**src/sv/fffr_pkg.sv**
```systemverilog
package fffr_pkg;

	// Value positions, tree node indexes and stored gaps.
	localparam int POS_W = 12;
	localparam int NODE_W = POS_W + 1;
	localparam int GAP_W = 13;
	localparam int ALU_W = 14;
	localparam int TREE_DEPTH = 1 << NODE_W;

	localparam logic [GAP_W-1:0] GAP_FULL = 13'd4096;
	localparam logic [NODE_W-1:0] ROOT_NODE = 13'd1;

	// Request types.
	localparam logic [1:0] REQ_INSERT = 2'd0;
	localparam logic [1:0] REQ_REMOVE = 2'd1;
	localparam logic [1:0] REQ_QUERY = 2'd2;
	localparam logic [1:0] REQ_RESERVED = 2'd3;

	// Result status codes.
	localparam logic [1:0] STAT_UPDATE = 2'd0;
	localparam logic [1:0] STAT_QUERY = 2'd1;
	localparam logic [1:0] STAT_REJECT = 2'd2;

	typedef struct packed {
		logic [1:0] req_type;
		logic [11:0] element;
		logic [12:0] run_length;
	} req_t;

	typedef struct packed {
		logic [1:0] status;
		logic [12:0] answer;
	} result_t;

	typedef enum logic [1:0] {
		ALU_ADD,
		ALU_SUB,
		ALU_MAX
	} alu_op_t;

	typedef enum logic [4:0] {
		ST_CLEAR,
		ST_IDLE,
		ST_LEAF_RD,
		ST_LEAF_CHK,
		ST_CLIMB_RD,
		ST_CLIMB_CHK,
		ST_DESC_RD,
		ST_DESC_CHK,
		ST_GAPD_RD,
		ST_GAPD_CHK,
		ST_PUT_LEAF,
		ST_UP_RD,
		ST_UP_WR,
		ST_Q_ROOT_RD,
		ST_Q_ROOT_CHK,
		ST_Q_RD,
		ST_Q_CHK
	} state_t;

endpackage

```
**src/sv/fffr_alu.sv**
```systemverilog
module fffr_alu
	import fffr_pkg::*;
(
	input alu_op_t op,
	input logic [ALU_W-1:0] a,
	input logic [ALU_W-1:0] b,
	output logic [ALU_W-1:0] res,
	output logic ge
);

	// Shared adder and comparator; the compare also selects the maximum.
	always_comb begin
		ge = (a >= b);
		case (op)
			ALU_ADD: res = a + b;
			ALU_SUB: res = a - b;
			ALU_MAX: res = ge ? a : b;
			default: res = '0;
		endcase
	end

endmodule

```
**config.mk**
```make
export PLATFORM = sky130hd
export DESIGN_NAME = fffr_alu
export DESIGN_NICKNAME = d
export VERILOG_FILES = /design/src/sv/fffr_pkg.sv /design/src/sv/fffr_alu.sv
export SDC_FILE = /design/constraint.sdc
export NUM_CORES = 1
export LEC_CHECK = 0
export ABC_AREA = 1
export ABC_CLOCK_PERIOD_IN_PS = 3800
export BUFFER_PORTS_ARGS = -buffer_cell sky130_fd_sc_hd__buf_2
export CAP_MARGIN = 15
export CORE_MARGIN = 2
export CORE_UTILIZATION = 35
export DETAILED_ROUTE_END_ITERATION = 8
export RECOVER_POWER = 100
export REMOVE_ABC_BUFFERS = 1
export SLEW_MARGIN = 20
export SYNTH_ARGS = -nofsm -noshare
export SYNTH_HDL_FRONTEND = slang
export SYNTH_SLANG_ARGS = --single-unit
export TNS_END_PERCENT = 1
```
**constraint.sdc**
```tcl
create_clock -name vclk -period 3.8
set_input_delay 1.14 -clock vclk [all_inputs]
set_output_delay 1.14 -clock vclk [all_outputs]
set_load 0.05 [all_outputs]
```
==> results.md, run 1 <==
- Most common cell after layout, fill and taps aside: nand2_1
- Clock Power Share: 0%
- Final hold violation count: 0
- Period utilisation layout: 103%
- CP endpoint: res[12]
- Largest net degree at the start of global routing: 15
- Status: finished, violations left
- Lkg Pwr: 2.10 nW
- Seq pwr share: 0%
- Sequential Area: 0 um2
- Starting DRT DRC Count: 201
- GP Congestion: 0.960
- Total Wirelength: ~9.0 mm
- Ys Warns: 0
- Final nets: slightly above 600
- Chip height: 83.2 um
- WS Path Type: in2out
- Number of flip-flops and latches: 0
- Routed vias: between 3000 and 4000
- Initial antenna violation count: 0
- Fin crit period: 3.90 ns
- Number of remaining DRC errors: 0
- Top Ports: 45
- Final Core Density: 64.4%
- Count of final setup violators: 14
- Final WS setup: -0.101 ns
- Mapped Area: 2190 um2
- Crit. End Element: output pin
- Pre-CTS setup slack: -0.356 ns
- Hold buffers post-CTS: 0
- Hold/Removal Path Class: in2out
- Antenna diodes: 0
- Overflow after GRT: 0
- Area Growth Syn to Fin: 75.9%
- Antenna-violating nets left: 0
- VDD IR max: 123 uV
- Worst path arrival time: 2.76 ns
- Wire per inst: ~14 um
- Worst-Margin Slew: between 0.3 and 0.4 ns
- Post-synth top area cell: nand2_1
- Crit path max fanout: 6
- Synth Instances: around 420
- Relative slew slack: between 70% and 80%
- Max-cap violations: 0
- Final Slew Violations: 0
- Via density: roughly 5.1
- Layout Cells excl Fill: 632
- Internal power: 0.309 mW
- Worst Path Required: between 2 and 3 ns
- Tot GR Track Use: 25.1%
- DP Wirelength: 6.64 mm
- Post-synthesis cell type count: 26
- First-pass GRT wire length: 14.8 mm
- Net Sw Power: 0.402 mW
- CLK BUF: 0
- Fmax achieved: around 260 MHz
- Seq/Total Area, Yosys: 0%
- RSZ-0062 raised after global routing: true
- Area share of the largest cell type after synthesis: 19.5%
- Pwr per Cell Area: around 180 nW/um2
- Combinational Power Share: 100.0%
- Die X: ~83 um
- Vias in the first global route: 3192
- Critical path startpoint category: input port
- Core Region: 5990 um2
- Mean Syn Cell Area: a little over 5 um2
- # port buffers: 45
- Initial Util: 36.6%
- Setup crit start: a[0]
- Placement Rows: 28
- Dominant cells by area after synthesis: nand2_1 20%, nand3_1 16%, ha_1 15%
- Pre-antenna DRT Iters: 5
- Worst hold slack: around 2.7 ns
- Placed instance count: 625
- Die area: a little under 7000 um2
- Ratio of cells with drive above 1 in the final layout: roughly 47%
- Sw Ratio: 56.5%
- Failing checks: setup timing
- Most frequent cells in the layout: 103 x nand2_1, 90 x buf_4, 65 x inv_1, 46 x nand3_1, 28 x buf_2
-- final cells by class --
type	count	area, um2
inverters	80	300
well taps	75	93.8
multi-input cells	329	2280
fillers	547	2130
repair buffers	148	1190
-- kinds of logic (layout without fill, tap and decap cells) --
kind of cell    count (synthesis)  count (layout)  synth area share, %
simple gates                  265             265                 56.4
buf+inv                        93             228                 17.2
compound gates                 35              35                 9.18
fa+ha+maj                      29              29                 17.2
-- critical path: stages --
cell     delay [ns]
buf_6          0.08
inv_2          0.04
ha_4           0.15
fa_2           0.40
inv_2          0.08
nand2_2        0.07
nand3_4        0.08
nand2_4        0.07
nand3_4        0.12
buf_12         0.15
nand2_4        0.04
nand3_2        0.06
nand3_2        0.09
buf_8          0.17
-- cells in the mapped netlist, types with 2 or more instances --
master    count
nand2_1     114
inv_1        80
nand3_1      69
nor2_1       33
ha_1         27
nand4_1      23
a21oi_1      16
nand2_2      12
buf_2        10
o21ai_0       9
a21boi_0      5
nor2_2        4
clkbuf_1      2
fa_1          2
nand3_2       2
nor2_4        2
o21bai_1      2
or2_2         2
-- per-layer routing --
metal  part of all wire, %  global-route usage (%)
met4                   1.3                    4.02
met5                     0                       0
met1                    44                    32.8
met3                   4.7                   0.994
met2                    50                    46.3
-- repair_timing --
item	in CTS	in global routing
pin swaps	19	4
setup buffers	7	0
endpoints found under the setup margin	15	15
resized for setup	110	36
-- per-stage QoR --
step	total power, mW	cell area [um2]	setup TNS [ns]
2_1_floorplan	0.326	2120	-5.17
3_5_place_dp	0.555	3190	-4.76
5_1_grt	0.763	3860	-1.85
6_report	0.710	3860	-0.973
4_1_cts	0.673	3760	-0.542
3_3_place_gp	0.547	3190	-3.94
-- power groups by stage --
stage | registers [mW] | logic [mW] | clock network (mW)
floorplan | 0 | 0.326 | 0
global placement | 0 | 0.547 | 0
detailed placement | 0 | 0.555 | 0
CTS | 0 | 0.673 | 0
global route | 0 | 0.763 | 0
finish | 0 | 0.710 | 0
-- worst min-delay path by stage --
| stage | startpoint | end | cells after the start |
|---|---|---|---|
| global route | op[1] | res[0] | 4 |
| detailed placement | op[1] | res[0] | 4 |
| floorplan | b[0] | res[0] | 2 |
| finish | op[1] | res[0] | 4 |
| global placement | op[1] | res[0] | 4 |
| CTS | op[1] | res[0] | 4 |
Note: power is estimated with default switching activity, not from simulation.
==> inputs of run 2 (changes only) <==
--- a/config.mk
+++ b/config.mk
@@ -9,7 +9,6 @@
 export ABC_CLOCK_PERIOD_IN_PS = 3800
 export BUFFER_PORTS_ARGS = -buffer_cell sky130_fd_sc_hd__buf_2
 export CAP_MARGIN = 15
-export CORE_MARGIN = 2
 export CORE_UTILIZATION = 35
 export DETAILED_ROUTE_END_ITERATION = 8
 export RECOVER_POWER = 100
@@ -18,4 +17,4 @@
 export SYNTH_ARGS = -nofsm -noshare
 export SYNTH_HDL_FRONTEND = slang
 export SYNTH_SLANG_ARGS = --single-unit
-export TNS_END_PERCENT = 1
+export TNS_END_PERCENT = 30
==> results.md, run 2 (synthesis gave the netlist of run 1 again) <==
- Final Slew Violations: 0
- Fillers: 543
- Antenna diodes: 0
- Hold buffers post-CTS: 0
- Worst path max stage delay: 0.30 ns
- Seq pwr share: 0%
- Hold/Removal Path Class: in2out
- Core Region: ~6000 um2
- Pre-antenna DRT Iters: 4
- Wire per inst: 14.4 um
- GP Congestion: 0.970
- Clock Power Share: 0%
- Final hold violation count: 0
- Worst path cell trace: buf_2 -> inv_1 -> ha_4 -> nand2_2 -> nor2_2 -> and2_4 -> nand2_4 -> buf_4 -> nand4_1 -> nand3_1 -> nand3_2 -> buf_6
- Count of final setup violators: 14
- Period utilisation layout: 102%
- Internal power: about 0.33 mW
- First-pass GRT wire length: 14.2 mm
- Max-cap violations: 0
- Worst path arrival time: approximately 2.7 ns
- Largest net degree at the start of global routing: 15
- Chip height: 81.2 um
- Top Ports: 45
- DP Wirelength: around 6.6 mm
- Fmax achieved: 258 MHz
- Final nets: 628
- Critical path startpoint category: input port
- CLK BUF: 0
- Starting DRT DRC Count: 200
- Vias in the first global route: 3183
- Most frequent cells in the layout: 96 x buf_4, 94 x nand2_1, 66 x inv_1, 42 x nand3_1, 29 x nand2_2
- Fin crit period: 3.88 ns
- Overflow after GRT: 0
- Pre-CTS setup slack: -0.345 ns
- Worst path bufs/invs: 4
- Area Growth Syn to Fin: 83.6%
- # port buffers: 45
- Area of the multi-input gates: 2340 um2
- Pwr per Cell Area: 184 nW/um2
- WS Path Type: in2out
- CP max-delay cell: ha_4
- Combinational Power Share: 100.0%
- Total Wirelength: around 9 mm
- Number of remaining DRC errors: 0
- Worst hold path depth: 6
- Final Core Density: 67.2%
- Worst-Margin Slew: 0.327 ns
- Ratio of cells with drive above 1 in the final layout: 49.7%
- Most common cell after layout, fill and taps aside: buf_4
- Sw Ratio: 55.9%
- Tot GR Track Use: around 28%
- Post-route cell area: between 4000 and 5000 um2
- VDD IR max: around 110 uV
- Placement Rows: 28
- Number of flip-flops and latches: 0
- Initial Util: between 30% and 40%
- Via density: between 5 and 6
- Failing checks: setup timing
- Worst hold slack: around 2.8 ns
- Status: finished, violations left
- Final WS setup: -0.0805 ns
- Relative slew slack: 78.0%
- Sequential Area: 0 um2
- Crit. End Element: output pin
- Delay-heaviest family, CP: simple AND/OR/NAND/NOR gates
- Net Sw Power: between 0.4 and 0.5 mW
- Routed vias: 3296
- Antenna-violating nets left: 0
- Crit path max fanout: 4
- Placed cell area: 3250 um2
- Die X: between 80 and 90 um
- Stages on the worst setup path: 12
- RSZ-0062 raised after global routing: true
- Die area: approximately 6600 um2
- Initial antenna violation count: 0
- Worst Path Required: 2.66 ns
- Lkg Pwr: 2.16 nW
## run 2: cell count changes in the layout (fill, tap and decap cells not counted), moves of 4 or more
| cell | change |
|---|---|
| nand2_2 | +9 |
| nand2_1 | -9 |
| nor2_2 | -4 |
| buf_8 | +5 |
| nand3_4 | +4 |
| o21ai_1 | +5 |
| nand3_1 | -4 |
| buf_4 | +6 |
## run 2: metrics by stage
stage / std cells / total power [mW] / TNS (ns)
after floorplan: 409 / 0.326 / -5.17
after global placement: 633 / 0.562 / -3.76
after detailed placement: 633 / 0.569 / -4.31
after CTS: 637 / 0.669 / -0.559
after global routing: 642 / 0.795 / -1.93
final: 642 / 0.739 / -0.795
## run 2: worst paths after layout
check / endpoint / startpoint / slack [ns]
setup / recovery: res[4] / b[11] / -0.08
hold / removal: res[0] / a[0] / 2.75
## run 2: what timing repair did
action	4_1_cts	5_1_grt
gates resized for setup	107	70
buffers inserted	4	5
endpoints found under the setup margin	15	15
pin swaps	17	30
## run 2: power groups by stage
stage	logic [mW]	clock network [mW]	registers, mW
CTS	0.669	0	0
detailed placement	0.569	0	0
floorplan	0.326	0	0
global placement	0.562	0	0
finish	0.739	0	0
global route	0.795	0	0
## run 2: metal layers
metal / part of all wire [%] / vias up / GRT usage (%)
met5: 0 / - / 0
met4: 2.3 / 0 / 7.68
met3: 5.2 / 18 / 1.57
met2: 49 / 110 / 49.6
met1: 43 / 1517 / 35.2
li1: - / 1651 / -
## run 2: layout make-up
| cell class | instances | area share (%) |
|---|---|---|
| tap | 75 | 2.33 |
| inverter | 80 | 7.52 |
| timing repair buffer | 158 | 32.2 |
| multi-input combinational | 329 | 58.0 |
==> inputs of run 3 (changes only) <==
--- a/config.mk
+++ b/config.mk
@@ -5,7 +5,6 @@
 export SDC_FILE = /design/constraint.sdc
 export NUM_CORES = 1
 export LEC_CHECK = 0
-export ABC_AREA = 1
 export ABC_CLOCK_PERIOD_IN_PS = 3800
 export BUFFER_PORTS_ARGS = -buffer_cell sky130_fd_sc_hd__buf_2
 export CAP_MARGIN = 15
==> results.md, run 3 <==
- Wire per inst: 14.0 um
- Number of remaining DRC errors: 3
- Mapped Area: 1680 um2
- Seq pwr share: 0%
- Post-synth top area cell: ha_1
- Final nets: 415
- Chip height: 71.3 um
- Most frequent cells in the layout: 96 x buf_4, 28 x inv_1, 28 x buf_2, 25 x ha_1, 19 x a21oi_1
- Fmax achieved: 218 MHz
- Ys Warns: 0
- Period utilisation layout: 121%
- GP Congestion: 0.926
- Worst path arrival time: 3.45 ns
- Antenna-violating nets left: 0
- Net Sw Power: 0.292 mW
- Vias in the first global route: 2145
- Final Slew Violations: 0
- Worst path max stage delay: 0.38 ns
- Clock Power Share: 0%
- Antenna diodes: 0
- Cell with the most instances after synthesis: inv_1
- CP max-delay cell: or3_1
- Core Region: around 4500 um2
- DP Wirelength: 4.74 mm
- First-pass GRT wire length: approximately 9.6 mm
- Crit. End Element: output pin
- Critical path startpoint category: input port
- Count of final setup violators: 15
- Initial Util: 37.6%
- Dominant cells by area after synthesis: ha_1 20%, mux2i_1 8.9%, inv_1 6.5%
- Pre-antenna DRT Iters: 6
- Overflow after GRT: 0
- Area share of the largest cell type after synthesis: 20.1%
- Synth Instances: 240
- Initial antenna violation count: 0
- Area of the multi-input gates: 1570 um2
- Placement Rows: 24
- Most common cell after layout, fill and taps aside: buf_4
- Total Wirelength: 5.68 mm
- Die area: 5080 um2
- Post-synth top cells: 29 x inv_1, 27 x ha_1, 20 x a21oi_1
- RSZ-0062 raised after global routing: true
- Post-synthesis cell type count: about 50
- Tot GR Track Use: 22.8%
- Relative slew slack: 75.1%
- Area Growth Syn to Fin: 58.7%
- Worst hold slack: 2.75 ns
- Seq/Total Area, Yosys: 0%
- Fillers: between 400 and 500
- Placed instance count: 405
- Sw Ratio: 55.1%
- Status: finished, violations left
- Final hold violation count: 0
- Routed vias: 2183
- Ratio of cells with drive above 1 in the final layout: 42.7%
- Starting DRT DRC Count: 103
- Worst Path Required: 2.66 ns
- VDD IR max: 96.1 uV
- Crit path max fanout: 3
- Sum of negative setup slack: -10.43 ns
- Pwr per Cell Area: 199 nW/um2
- Worst-Margin Slew: 0.369 ns
- Top Ports: 45
- CLK BUF: 0
- Mean Syn Cell Area: 7.00 um2
- Max-cap violations: 0
- Final WS setup: -0.791 ns
- Number of flip-flops and latches: 0
- Layout Cells excl Fill: 406
- Failing checks: DRC, setup timing
- Internal power: 0.238 mW
- Die X: 71.3 um
- WS Path Type: in2out
- Lkg Pwr: 1.37 nW
- Largest net degree at the start of global routing: 12
- Combinational Power Share: 100.0%
- Fin crit period: ~4.6 ns
- # port buffers: between 40 and 50
- Sequential Area: 0 um2
- Worst path cell trace: buf_8 -> ha_4 -> fa_2 -> and2b_1 -> o2111ai_2 -> a31o_1 -> o311a_1 -> o21a_4 -> mux2i_2 -> or3_1 -> buf_6
- Hold/Removal Path Class: in2out
- Via density: ~5.4
- Hold buffers post-CTS: 0
[run 3: cell types whose count changed in the layout (fill, tap and decap cells not counted), sizes merged, moves of 15 or more]
cell	delta
mux2i	+15
buf	-29
nor2	-34
nand3	-66
nand2	-116
inv	-50
nand4	-20
[run 3: final cells by class]
class	count	share of cell area, %
Multi-Input combinational cell	196	58.7
Timing Repair Buffer	128	34.2
Inverter	30	4.60
Tap cell	52	2.44
[run 3: what timing repair did]
action | in CTS | in global routing
endpoints found under the setup margin | 15 | 15
buffers inserted | 0 | 1
gates resized for setup | 33 | 14
pin swaps | 8 | 8
[run 3: cell families (layout without fill, tap and decap cells)]
family	count (synthesis)	in the layout	share of synthesized area (%)
AO/OA/AOI/OAI	83	83	32.1
XOR/XNOR	11	11	5.73
adder cells (fa/ha/maj)	29	29	22.5
buffers and inverters	44	158	11.6
multiplexers	15	15	8.93
AND/OR/NAND/NOR	58	58	19.1
[run 3: worst paths after layout]
path / start / endpoint / slack (ns) / cells past startpoint
setup / recovery: b[0] / res[11] / -0.79 / 11
hold / removal: a[0] / res[0] / 2.75 / 4
[run 3: per-stage QoR]
step / total power [mW] / instance area [um2] / utilization (%) / setup slack [ns]
6_report: 0.530 / 2670 / 59.6 / -0.791
5_1_grt: 0.571 / 2670 / 59.6 / -0.890
4_1_cts: 0.518 / 2620 / 58.4 / -0.787
3_5_place_dp: 0.488 / 2500 / 56.0 / -1.03
3_3_place_gp: 0.483 / 2500 / 56.0 / -0.950
2_1_floorplan: 0.295 / 1600 / - / -1.25
[run 3: power by group through the flow]
stage	Clock (mW)	Combinational, mW	Sequential, mW
4_1_cts	0	0.518	0
3_5_place_dp	0	0.488	0
2_1_floorplan	0	0.295	0
3_3_place_gp	0	0.483	0
5_1_grt	0	0.571	0
6_report	0	0.530	0
[run 3: per-layer routing]
metal  track usage [%]  wire length, um  up-vias
li1                  -                -     1105
met1              29.6             2510      996
met2              41.4             2810       70
met3              1.27              242       12
met4              5.33              119        0
met5                 0                0        -
[run 3: critical path, delay by kind of cell]
kind	cells	cell delay, ns
AOI/OAI and AO/OA	4	0.79
and+or+nand+nor	2	0.61
adders and majority gates	2	0.48
buffers and inverters	2	0.26
muxes	1	0.16
